`config.mk`:
```
export PLATFORM = sky130hd
export DESIGN_NAME = tli_ctrl
export DESIGN_NICKNAME = d
export VERILOG_FILES = /design/src/hw/rtl/tli_pkg.sv /design/src/hw/rtl/tli_ctrl.sv
export SDC_FILE = /design/constraint.sdc
export NUM_CORES = 1
export LEC_CHECK = 0
export BUFFER_PORTS_ARGS = -buffer_cell sky130_fd_sc_hd__buf_2
export CAP_MARGIN = 10
export CORE_AREA = 2 2 39 41
export CTS_BUF_LIST = sky130_fd_sc_hd__clkbuf_16
export DETAILED_ROUTE_END_ITERATION = 6
export DIE_AREA = 0 0 41 43
export RECOVER_POWER = 50
export SLEW_MARGIN = 20
export SYNTH_ARGS = -nofsm -noshare
export SYNTH_HDL_FRONTEND = slang
export SYNTH_SLANG_ARGS = --single-unit
```
`constraint.sdc`:
```
create_clock -name clk_i -period 1.8 [get_ports clk_i]
set_input_delay 0 -clock clk_i [delete_from_list [all_inputs] [get_ports clk_i]]
set_output_delay 0 -clock clk_i [all_outputs]
set_load 0.02 [all_outputs]
```
`src/hw/rtl/tli_pkg.sv`:
```
// Shared types and constants for the text line index block.
// Used by the controller, the datapath and the top level; depends on nothing.
`timescale 1ns / 1ps

package tli_pkg;

  localparam int unsigned MAX_LINES      = 4096;
  localparam int unsigned MAX_TEXT_BYTES = 1048576;

  localparam int unsigned IDX_W  = $clog2(MAX_LINES);  // line table address
  localparam int unsigned LINE_W = IDX_W + 1;          // line count, holds MAX_LINES
  localparam int unsigned OFF_W  = 21;                 // byte offsets and columns
  localparam int unsigned BYTE_W = 8;

  // tdata widths: input text_byte + query_offset, output line + column + overflow
  localparam int unsigned IN_DATA_W  = 32;
  localparam int unsigned OUT_DATA_W = 40;

  localparam logic [BYTE_W-1:0] CH_CR = 8'h0D;
  localparam logic [BYTE_W-1:0] CH_LF = 8'h0A;

  typedef logic [LINE_W-1:0] line_t;
  typedef logic [OFF_W-1:0]  offset_t;

  // Controller to datapath
  typedef struct packed {
    logic accept_byte;   // take a text beat
    logic accept_query;  // take a query beat and set up the search
    logic write2;        // record the deferred second line start
    logic step;          // one binary search step
    logic load_out;      // move the result into the output register
  } tli_cmd_t;

  // Datapath to controller
  typedef struct packed {
    logic two_starts;    // this text beat opens two lines
    logic need_search;   // this query needs the table search
    logic search_done;   // search interval has narrowed to one line
    logic out_free;      // output register can take a result
  } tli_sts_t;

endpackage

```
`src/hw/rtl/tli_ctrl.sv`:
```
// Sequencing state machine for the text line index block.
// Depends on tli_pkg for the command and status structs.
`timescale 1ns / 1ps

module tli_ctrl (
  input  logic              clk_i,
  input  logic              rst_ni,
  input  logic              s_tvalid_i,
  input  logic              mode_i,
  output logic              s_tready_o,
  input  tli_pkg::tli_sts_t sts_i,
  output tli_pkg::tli_cmd_t cmd_o
);
  import tli_pkg::*;

  typedef enum logic [3:0] {
    S_IDLE   = 4'b0001,
    S_WRITE2 = 4'b0010,
    S_SEARCH = 4'b0100,
    S_FINISH = 4'b1000
  } state_e;

  state_e state_d, state_q;
  logic   fire;

  assign s_tready_o = (state_q == S_IDLE);
  assign fire       = s_tvalid_i && s_tready_o;

  always_comb begin
    state_d = state_q;
    cmd_o   = '0;
    unique case (state_q)
      S_IDLE: begin
        if (fire && !mode_i) begin
          cmd_o.accept_byte = 1'b1;
          if (sts_i.two_starts) begin
            state_d = S_WRITE2;
          end
        end else if (fire) begin
          cmd_o.accept_query = 1'b1;
          state_d = sts_i.need_search ? S_SEARCH : S_FINISH;
        end
      end
      S_WRITE2: begin
        cmd_o.write2 = 1'b1;
        state_d      = S_IDLE;
      end
      S_SEARCH: begin
        cmd_o.step = 1'b1;
        if (sts_i.search_done) begin
          state_d = S_FINISH;
        end
      end
      S_FINISH: begin
        if (sts_i.out_free) begin
          cmd_o.load_out = 1'b1;
          state_d        = S_IDLE;
        end
      end
      default: begin
        state_d = S_IDLE;
      end
    endcase
  end

  always_ff @(posedge clk_i or negedge rst_ni) begin
    if (!rst_ni) begin
      state_q <= S_IDLE;
    end else begin
      state_q <= state_d;
    end
  end

  // A searching query hands over to the result load state once its search is done.
  a_search_to_finish: assert property (@(posedge clk_i) disable iff (!rst_ni)
    (state_q == S_SEARCH && sts_i.search_done) |=> (state_q == S_FINISH))
    else $error("search did not hand over to result load");

  // A double line start is followed by its second write.
  a_write2_follows: assert property (@(posedge clk_i) disable iff (!rst_ni)
    (cmd_o.accept_byte && sts_i.two_starts) |=> cmd_o.write2)
    else $error("second line start not written");

endmodule

```
## Word level (Yosys, flattened, before mapping)

Index checks and enable logic that the tools add are counted.

- RAM bits: 0
- Word-level logic and storage cells: 28
- Memory bits (read-only): 0
- Memories: 0
- Bits in registers: 4
- Input port bits: 8
- Latch bits: 0

- Magnitude comparators: 0
- Equality and inequality tests: 8
- Mux-type cells: 15
- Reductions and logical operators: 4
- $mul: 0
- Add/subtract/negate cells: 0
- Bitwise gates (word level): 0
- Shift operators: 0
- Divide/modulo/power cells: 0

Operators with widths:

| kind | count |
|---|---|
| $mux W4 | 6 |
| $pmux W4 S3 | 1 |
| $mux W1 | 7 |
| $eq A4 B1 Y1 const B | 1 |
| $eq A4 B2 Y1 const B | 1 |
| $eq A4 B3 Y1 const B | 1 |
| $eq A4 B4 Y1 const B | 1 |
| $ne A2 B2 Y1 const B | 2 |
| $reduce_and A4 Y1 | 1 |
| $ne A3 B1 Y1 const B | 1 |
| $ne A3 B3 Y1 const B | 1 |
| $logic_and A1 B1 Y1 | 2 |
| $mux W2 | 1 |
| $logic_not A1 Y1 | 1 |

## Depth between registers and ports, before layout

Gate-level depths: netlist of run 1.

- Depth in word-level cells: 5
- Mapped depth: 4
- Gate-level depth less buffers: 4

## Worst setup path after synthesis of run 1

OpenSTA, ideal clock, no wires.

- Kind: register to register
- Start: reg state_q[0]
- End: reg state_q[3]
- Setup time: 128 ps
- Arrival: 1667 ps
- Required time: 1672 ps
- Path slack: 6 ps
- Stages on the path, launching flop included: 5
- Clock period less this slack: 1794 ps
- Cells stage by stage: dfstp_2 nor4b_4 nand3b_1 o221ai_2 mux2_1

- Cells in the longest elaborated chain, start to end: 5
- Elaborated cells on any way between the ends: 12
- Those cells by class: eq/ne: 7; mux: 2; reduce/logical: 3

RTL lines:

| item | line | source |
|---|---|---|
| start: declaration | tli_ctrl.sv:23 | `state_e state_d, state_q;` |
| start signal: assignment | tli_ctrl.sv:70 | `state_q <= state_d;` |
| $eq A4 B1 Y1 (*) | tli_ctrl.sv:26 | `assign s_tready_o = (state_q == S_IDLE);` |
| net s_tready_o | tli_ctrl.sv:10 | `output logic s_tready_o,` |
| $logic_and A1 B1 Y1 | tli_ctrl.sv:27 | `assign fire = s_tvalid_i && s_tready_o;` |
| $logic_and A1 B1 Y1 | tli_ctrl.sv:34 | `if (fire && !mode_i) begin` |
| $ne A3 B1 Y1 (no line), or another cell as far along | - |  |
| $reduce_and A4 Y1 (no line) / $pmux W4 S3 (equally long branches) | - |  |

Mark *: on every way through the listed nets, which the timed path passes. The rest lies on a longest branch.
A chain may end at the register's enable or synchronous reset.

## Final worst setup path of run 1

- Start: reg state_q[3]
- End: reg state_q[3]

- Cells in the longest elaborated chain, start to end: 5
- Elaborated cells on any way between the ends: 12
- Those cells by class: eq/ne: 7; mux: 2; reduce/logical: 3

RTL lines:

| item | line |
|---|---|
| $eq A4 B1 Y1 | tli_ctrl.sv:26, tli_ctrl.sv:32 |
| $logic_and A1 B1 Y1 | tli_ctrl.sv:27 |
| $logic_and A1 B1 Y1 | tli_ctrl.sv:34 |
| $ne A3 B1 Y1 (no line), or another cell as far along | - |
| $reduce_and A4 Y1 (no line) / $pmux W4 S3 (equally long branches) | - |

Several ways; a longest one is shown, not always the timed one.

==> results of run 1 <==
## repair_timing
item | CTS | global route
hold buffers | 1 | 0
setup buffers | 0 | 0
hold endpoints to repair | 4 | 0
## power breakdown
group          total [W]  switching, W  leakage, nW  internal [W]
Clock           0.000355     0.0000676       0.0423      0.000287
Sequential      0.000180     0.0000492       0.0509      0.000130
Combinational   0.000294      0.000149        0.140      0.000145
Total           0.000828      0.000266        0.233      0.000562
## per-layer routing
| metal | vias up | GRT usage [%] | part of all wire [%] |
|---|---|---|---|
| li1 | 143 | - | - |
| met1 | 130 | 9.39 | 43 |
| met2 | 11 | 14.4 | 47 |
| met3 | 3 | 5.24 | 8.0 |
| met4 | 0 | 8.00 | 2.3 |
| met5 | - | 0 | 0 |
## synth_stat cells
cell      n  share of area, %
buf_4     1               2.6
nor2_1    1               1.3
and4b_1   1               3.5
nand3b_1  1               2.6
inv_1     2               2.6
o21ai_0   4               7.0
nand2b_1  1               2.2
dfstp_2   1               9.2
nor3b_1   2               5.2
nand2_1   3               3.9
and3_1    1               2.2
o21ai_1   1               1.7
o221ai_2  1               5.2
and2_1    1               2.2
or4b_4    1               4.8
nor4b_1   1               3.1
nand4_1   1               2.2
dfrtp_1   3                26
mux2_1    1               3.9
nor4b_4   1               8.3
## through the flow
step | std cells | setup WS, ns
final | 63 | 0.109
after global routing | 63 | 0.0485
after CTS | 63 | 0.0978
after detailed placement | 58 | 0.101
after global placement | 58 | 0.142
after floorplan | 29 | 0.00577
## critical path, delay by kind of cell, from the launching register on
kind,cells,cell delay [ns]
flip-flops,1,0.45
multiplexers,1,0.33
AO/OA/AOI/OAI,1,0.18
AND/OR/NAND/NOR,1,0.60
## path summary, 6_finish.rpt
check | startpoint | to
min | sts_i[1] | state_q[2]
max reg2reg | state_q[3] | state_q[3]
max in group asynchronous | rst_ni | state_q[0]
min in group asynchronous | rst_ni | state_q[2]
max | state_q[3] | state_q[3]
min reg2reg | state_q[3] | state_q[3]
## logic make-up after synthesis
group,share of synthesized area (%)
compound gates,14.0
buf+inv,5.24
flops,35.4
mux,3.93
simple gates,41.5
## area by class of cell
cell class | count | area share [%]
well taps | 16 | 4.38
flip-flops and latches | 4 | 22.2
clock inverters | 1 | 0.822
multi-input cells | 22 | 37.3
clock buffers | 3 | 16.4
repair buffers | 15 | 17.3
inverters | 2 | 1.64
==> reports/metrics.csv, run 1 <==
metric,value,unit
first_pass_iters,4,
multi_input_area,170,um^2
hold_path.class,input port to flop,
grt_use_total,9.76,%
wl_per_cell,10.9,um
clk_latency,0.23,ns
synth_cell_types,20,
ir_drop,0.841,mV
rsz0062_at_grt,no,
clkTransAtPathRegs,0.03,ns
largest_reg_flops,4,
critPathSlowestCell,or4b_4,
cts_resized,0,
grt_max_degree,8,
whs,0.0174,ns
reg_top3,state_q x4,
cts_max_level,1,
reg2regPathDepth,3,
vias,287,
leakagePower,0.233,nW
slew_headroom,81.0,%
final_common_cell,buf_2,
yosysWarningCount,0,
dieHeight,43,um
critPathKind,flop to flop,
start_kind,flop,
fin_util,33.0,%
area_growth,59.4,%
slew_violations,0,
clkSinkCount,4,
start_util,20.7,%
cts_buffers,3,
p_total,0.000828,W
finalHoldViolCount,0,
vias_per_cell,4.56,
setup_tns,0,ns
skew,0.00439,ns
dieArea,1760,um^2
regMostFlops,state_q,
io_buffers,13,
postLayoutCellArea,457,um^2
fin_crit_sh,93.9,%
rows,14,
max_cap_violations,0,
n_antenna_cell,0,
path_cells,"or4b_4, o221ai_2, mux2_1",
core,1380,um^2
ant_nets,0,
avgSynthCellArea,9.88,um^2
overflow,0,
gp_congestion,0.768,
synth_seq_cells,4,
fin_nets,56,
setup_viol,0,
crit_arrival,1.79,ns
place_area,372,um^2
antenna_found_initial,0,
fin_crit,1.69,ns
worstMarginPinSlew,0.283,ns
dp.final_hpwl,540,um
syn-cell-area,287,um^2
reg2reg_slack,0.11,ns
grt_first_pass_wirelength,1090,um
wl,688,um
seq_area_frac_synth,35.4,%
drive_gt1_share,38.3,%
status,completed,
die_x,41,um
drt_iter0_markers,10,
io_pins,14,
drcViolationCount,0,
fill_cells,149,
critPathRequiredTime,1.90,ns
syn-num-nets,37,
cts_root_buf,clkbuf_16,
max_stage_delay,0.60,ns
ff_latch_area,101,um^2
cts_tree,done,
whs_path_depth,2,
clock_path_buffers,2,
synth_cells,29,
layout_common_cells,"buf_2, o21ai_0",
path_max_fanout,7,
end_kind,flop,
first_global_vias,277,
powerDensity,1810,nW/um^2
fmax,0.591,GHz
Power figures use the tool's default switching activity.
==> run 2: changes to the inputs <==
==> constraint.sdc (replaced) <==
create_clock -name clk_i -period 1.55 [get_ports clk_i]
set_input_delay 0 -clock clk_i [delete_from_list [all_inputs] [get_ports clk_i]]
set_output_delay 0 -clock clk_i [all_outputs]
set_load 0.02 [all_outputs]
==> reports/metrics.csv, run 2 (same netlist as run 1, synthesis figures left out) <==
metric,value,unit,change
ff_latch_area,101,um^2,unchanged
slew_headroom,82.0,%,+0.96 points
dr_wl_met3,34,um,-38%
drive_gt1_share,50.9,%,+13 points
powerDensity,1990,nW/um^2,+9.8%
critPathRequiredTime,1.65,ns,-0.25 ns
hold_path.class,input port to flop,,
wl_met1,303,um,+3.1%
first_global_vias,308,,+11%
rsz0062_at_grt,yes,,
cts_max_level,1,,unchanged
drt_iter0_markers,4,,-6
die_x,41,um,unchanged
clk_latency,0.22,ns,about the same
fin_crit_sh,101,%,+7.3 points
final_common_cell,buf_2,,
timing.rr.end,state_q[3],,
fin_ws,-0.0191,ns,-0.128 ns
grt_use_total,9.29,%,-0.47 points
vias_per_cell,4.56,,+0.17%
critPathLaunch,state_q[3],,
critPathKind,flop to flop,,
finalHoldViolCount,0,,unchanged
clkSinkCount,4,,unchanged
fmax,0.637,GHz,+7.8%
first_pass_iters,4,,unchanged
vias,324,,+13%
core,1380,um^2,unchanged
worstMarginPinSlew,0.269,ns,-0.0143 ns
io_pins,14,,unchanged
leakagePower,0.277,nW,+19%
setup_viol,1,,+1
place_area,417,um^2,+12%
clkTransAtPathRegs,0.03,ns,about the same
reg_top3,state_q x4,,
grt_max_degree,7,,-1
start_util,20.7,%,unchanged
wl,679,um,-1.3%
end_kind,flop,,
gp_congestion,0.699,,-8.9%
crit_path_end,state_q[3],,
violations,setup timing,,
crit_arrival,1.67,ns,-0.12 ns
fill_cells,144,,-3.4%
status,"complete, but fails checks",,
p_total,0.00107,W,+29%
dp.final_hpwl,544,um,+0.61%
postLayoutCellArea,537,um^2,+18%
largest_reg_flops,4,,unchanged
drcViolationCount,0,,unchanged
cts_buffers,3,,unchanged
reg2reg_from,state_q[3],,
grt_first_pass_wirelength,1130,um,+3.8%
antenna_found_initial,0,,unchanged
dieHeight,43,um,unchanged
path_max_fanout,5,,-2
cts_tree,done,,
fin_crit,1.57,ns,-0.122 ns
max_cap_violations,0,,unchanged
rows,14,,unchanged
area_growth,87.3,%,
start_kind,flop,,
overflow,0,,unchanged
skew,0.00423,ns,-0.000158 ns
wl_per_cell,9.56,um,-12%
slew_violations,0,,unchanged
multi_input_area,174,um^2,+2.2%
reg2regPathDepth,5,,+2
dieArea,1760,um^2,unchanged
layout_common_cells,"buf_2, buf_4, o21ai_0",,
highest_layer,met3,,
hp-start,sts_i[3],,
ant_nets,0,,unchanged
cts_root_buf,clkbuf_16,,
regMostFlops,state_q,,
fin_nets,64,,+14%
reg2reg_slack,-0.02,ns,-0.13 ns
met2_length,341,um,+6.2%
io_buffers,13,,unchanged
ir_drop,0.949,mV,+13%
clock_path_buffers,2,,unchanged
n_antenna_cell,0,,unchanged
[run 2: where the power goes]
group	leakage (nW)	internal, W	switching, W
Combinational	0.184	0.000264	0.000211
Sequential	0.0509	0.000151	0.0000409
Clock	0.0423	0.000333	0.0000689
Total	0.277	0.000748	0.000321
[run 2: worst min path at each step]
stage / endpoint / slack, ns / cells after the start
floorplan: state_q[1] / -0.30 / 0
global route: state_q[1] / 0.06 / 2
detailed placement: state_q[3] / -0.19 / 1
CTS: state_q[1] / 0.03 / 2
global placement: state_q[3] / -0.19 / 1
finish: state_q[1] / 0.03 / 2
[run 2: area by class of cell]
class / instances / share of cell area (%)
sequential: 4 / 18.9
inverter: 2 / 1.40
timing repair buffer: 23 / 28.9
clock inverter: 1 / 0.699
clock buffer: 3 / 14.0
multi-input combinational: 22 / 32.4
tap: 16 / 3.73
[run 2: what timing repair did]
| item | 4_1_cts | 5_1_grt |
|---|---|---|
| setup buffers | 0 | 1 |
| pin swaps | 2 | 0 |
| endpoints found under the hold margin | 5 | 0 |
| resized for setup | 3 | 3 |
| hold buffers | 2 | 0 |
| setup endpoints to repair | 2 | 3 |
[run 2: through the flow]
stage | setup TNS, ns | setup slack [ns] | util [%] | cells | hold slack, ns
finish | -0.0191 | -0.0191 | 38.8 | 71 | 0.0277
global route | -0.0685 | -0.0685 | 38.8 | 71 | 0.0619
CTS | -0.0250 | -0.0250 | 38.0 | 70 | 0.0323
detailed placement | -0.0604 | -0.0604 | 30.1 | 64 | -0.192
global placement | -0.0512 | -0.0512 | 30.1 | 64 | -0.193
floorplan | -0.226 | -0.226 | - | 29 | -0.296
[run 2: metal layers]
layer  track usage [%]  vias up
met5                 0        -
li1                  -      162
met2              15.0        8
met4              4.00        0
met1              11.1      154
met3              2.09        0
[run 2: critical path: stages (launching register included)]
cell	delay, ns
dfrtp_1	0.39
buf_6	0.14
nor4b_4	0.27
nand3b_1	0.15
o221ai_2	0.17
mux2_4	0.32
==> run 3: changes to the inputs <==
--- a/config.mk
+++ b/config.mk
@@ -11,6 +11,7 @@
 export CTS_BUF_LIST = sky130_fd_sc_hd__clkbuf_16
 export DETAILED_ROUTE_END_ITERATION = 6
 export DIE_AREA = 0 0 41 43
+export GPL_TIMING_DRIVEN = 0
 export RECOVER_POWER = 50
 export SLEW_MARGIN = 20
 export SYNTH_ARGS = -nofsm -noshare
==> reports/metrics.csv, run 3 (same netlist as run 1, synthesis figures left out) <==
metric,value,unit,change
clock_path_buffers,2,,unchanged
dp.final_hpwl,499,um,-8.3%
first_global_vias,260,,-16%
vias,309,,-4.6%
first_pass_iters,1,,-3
fin_crit_sh,101,%,+0.13 points
status,"complete, but fails checks",,
area_growth,79.0,%,
cts_buffers,3,,unchanged
cts_root_buf,clkbuf_16,,
critPathKind,flop to flop,,
core,1380,um^2,unchanged
die_x,41,um,unchanged
final_common_cell,buf_2,,
setup_viol,1,,unchanged
vias_per_cell,4.48,,-1.9%
fin_crit,1.57,ns,+0.00197 ns
finalHoldViolCount,0,,unchanged
cts_max_level,1,,unchanged
grt_first_pass_wirelength,1080,um,-4.2%
fin_nets,62,,-3.1%
reg_top3,state_q x4,,
p_total,0.00104,W,-3.0%
path_max_fanout,5,,unchanged
dieHeight,43,um,unchanged
gp_congestion,0.706,,+0.99%
grt_use_total,8.96,%,-0.33 points
cts_tree,done,,
overflow,0,,unchanged
io_pins,14,,unchanged
clkTransAtPathRegs,0.03,ns,about the same
crit_arrival,1.67,ns,about the same
drt_iter0_markers,0,,-4
clk_latency,0.22,ns,about the same
drive_gt1_share,49.1,%,-1.9 points
place_area,372,um^2,-11%
antenna_found_initial,0,,unchanged
fill_cells,146,,+1.4%
start_kind,flop,,
rsz0062_at_grt,yes,,
violations,setup timing,,
max_cap_violations,0,,unchanged
worstMarginPinSlew,0.292,ns,+0.0239 ns
wl_per_cell,10.0,um,+4.6%
hold_path.class,input port to flop,,
whs_path_depth,3,,+1
reg2regPathDepth,3,,-2
multi_input_area,174,um^2,unchanged
rows,14,,unchanged
skew,0.00240,ns,-0.00183 ns
start_util,20.7,%,unchanged
layout_common_cells,"buf_2, buf_4, o21ai_0",,
wl,690,um,+1.6%
largest_reg_flops,4,,unchanged
postLayoutCellArea,513,um^2,-4.4%
clkSinkCount,4,,unchanged
leakagePower,0.267,nW,-3.8%
fmax,0.636,GHz,-0.13%
dpl_worst_slack,-0.168,ns,-0.107 ns
grt_max_degree,7,,unchanged
end_kind,flop,,
dieArea,1760,um^2,unchanged
fin_ws,-0.0211,ns,-0.00197 ns
ff_latch_area,103,um^2,+1.2%
whs,0.0358,ns,+0.00806 ns
slew_violations,0,,unchanged
powerDensity,2020,nW/um^2,+1.5%
ir_drop,0.861,mV,-9.3%
critPathRequiredTime,1.65,ns,about the same
ant_nets,0,,unchanged
n_antenna_cell,0,,unchanged
regMostFlops,state_q,,
drcViolationCount,0,,unchanged
io_buffers,13,,unchanged
slew_headroom,80.4,%,-1.6 points
## run 3: cell count changes in the layout (fill, tap and decap cells not counted)
cell	delta
buf_6	-2
buf_2	+1
buf_4	-1
dfrtp_1	-1
dfrtp_2	+1
inv_1	+1
inv_2	-1
## run 3: what timing repair did
action / 4_1_cts / 5_1_grt
pin swaps: 2 / 0
endpoints found under the setup margin: 2 / 3
endpoints found under the hold margin: 5 / 0
hold buffers: 2 / 0
resized for setup: 2 / 1
buffers inserted: 4 / 1
## run 3: layout make-up
type / count / share of cell area, %
plain buffers: 1 / 1.46
clock buffers: 3 / 14.6
clock inverters: 1 / 0.732
inverters: 2 / 1.46
multi-input cells: 22 / 33.9
flip-flops and latches: 4 / 20.0
well taps: 16 / 3.90
repair buffers: 20 / 23.9
## run 3: path summary, 6_finish.rpt
path	start	end	slack (ns)
worst max-delay path	state_q[3]	state_q[3]	-0.02
worst min-delay path	sts_i[2]	state_q[2]	0.04
worst max register to register	state_q[3]	state_q[3]	-0.02
worst min register to register	state_q[3]	state_q[3]	0.60
max in group asynchronous	rst_ni	state_q[0]	1.14
min in group asynchronous	rst_ni	state_q[1]	0.15
## run 3: where the power goes
group          total, W  switching (W)  internal (W)
registers      0.000202      0.0000493      0.000153
clock network  0.000408      0.0000745      0.000333
logic          0.000427       0.000195      0.000232
## run 3: critical path, cell delays in order (launching register included)
cell and delay (ns):
dfrtp_2 0.43, or4b_4 0.50, o221ai_2 0.20, mux2_4 0.32
## run 3: layer usage
layer / part of all wire, % / GRT usage (%) / vias up
li1: - / - / 155
met1: 44 / 11.0 / 146
met2: 49 / 14.1 / 8
met3: 7.0 / 3.66 / 0
met4: 0 / 2.00 / 0
met5: 0 / 0 / -
## run 3: per-stage QoR
stage / cells / utilization, % / TNS [ns]
floorplan: 29 / - / -0.226
global placement: 58 / 26.9 / -0.174
detailed placement: 58 / 26.9 / -0.168
CTS: 68 / 36.5 / -0.0321
global route: 69 / 37.1 / -0.168
finish: 69 / 37.1 / -0.0211
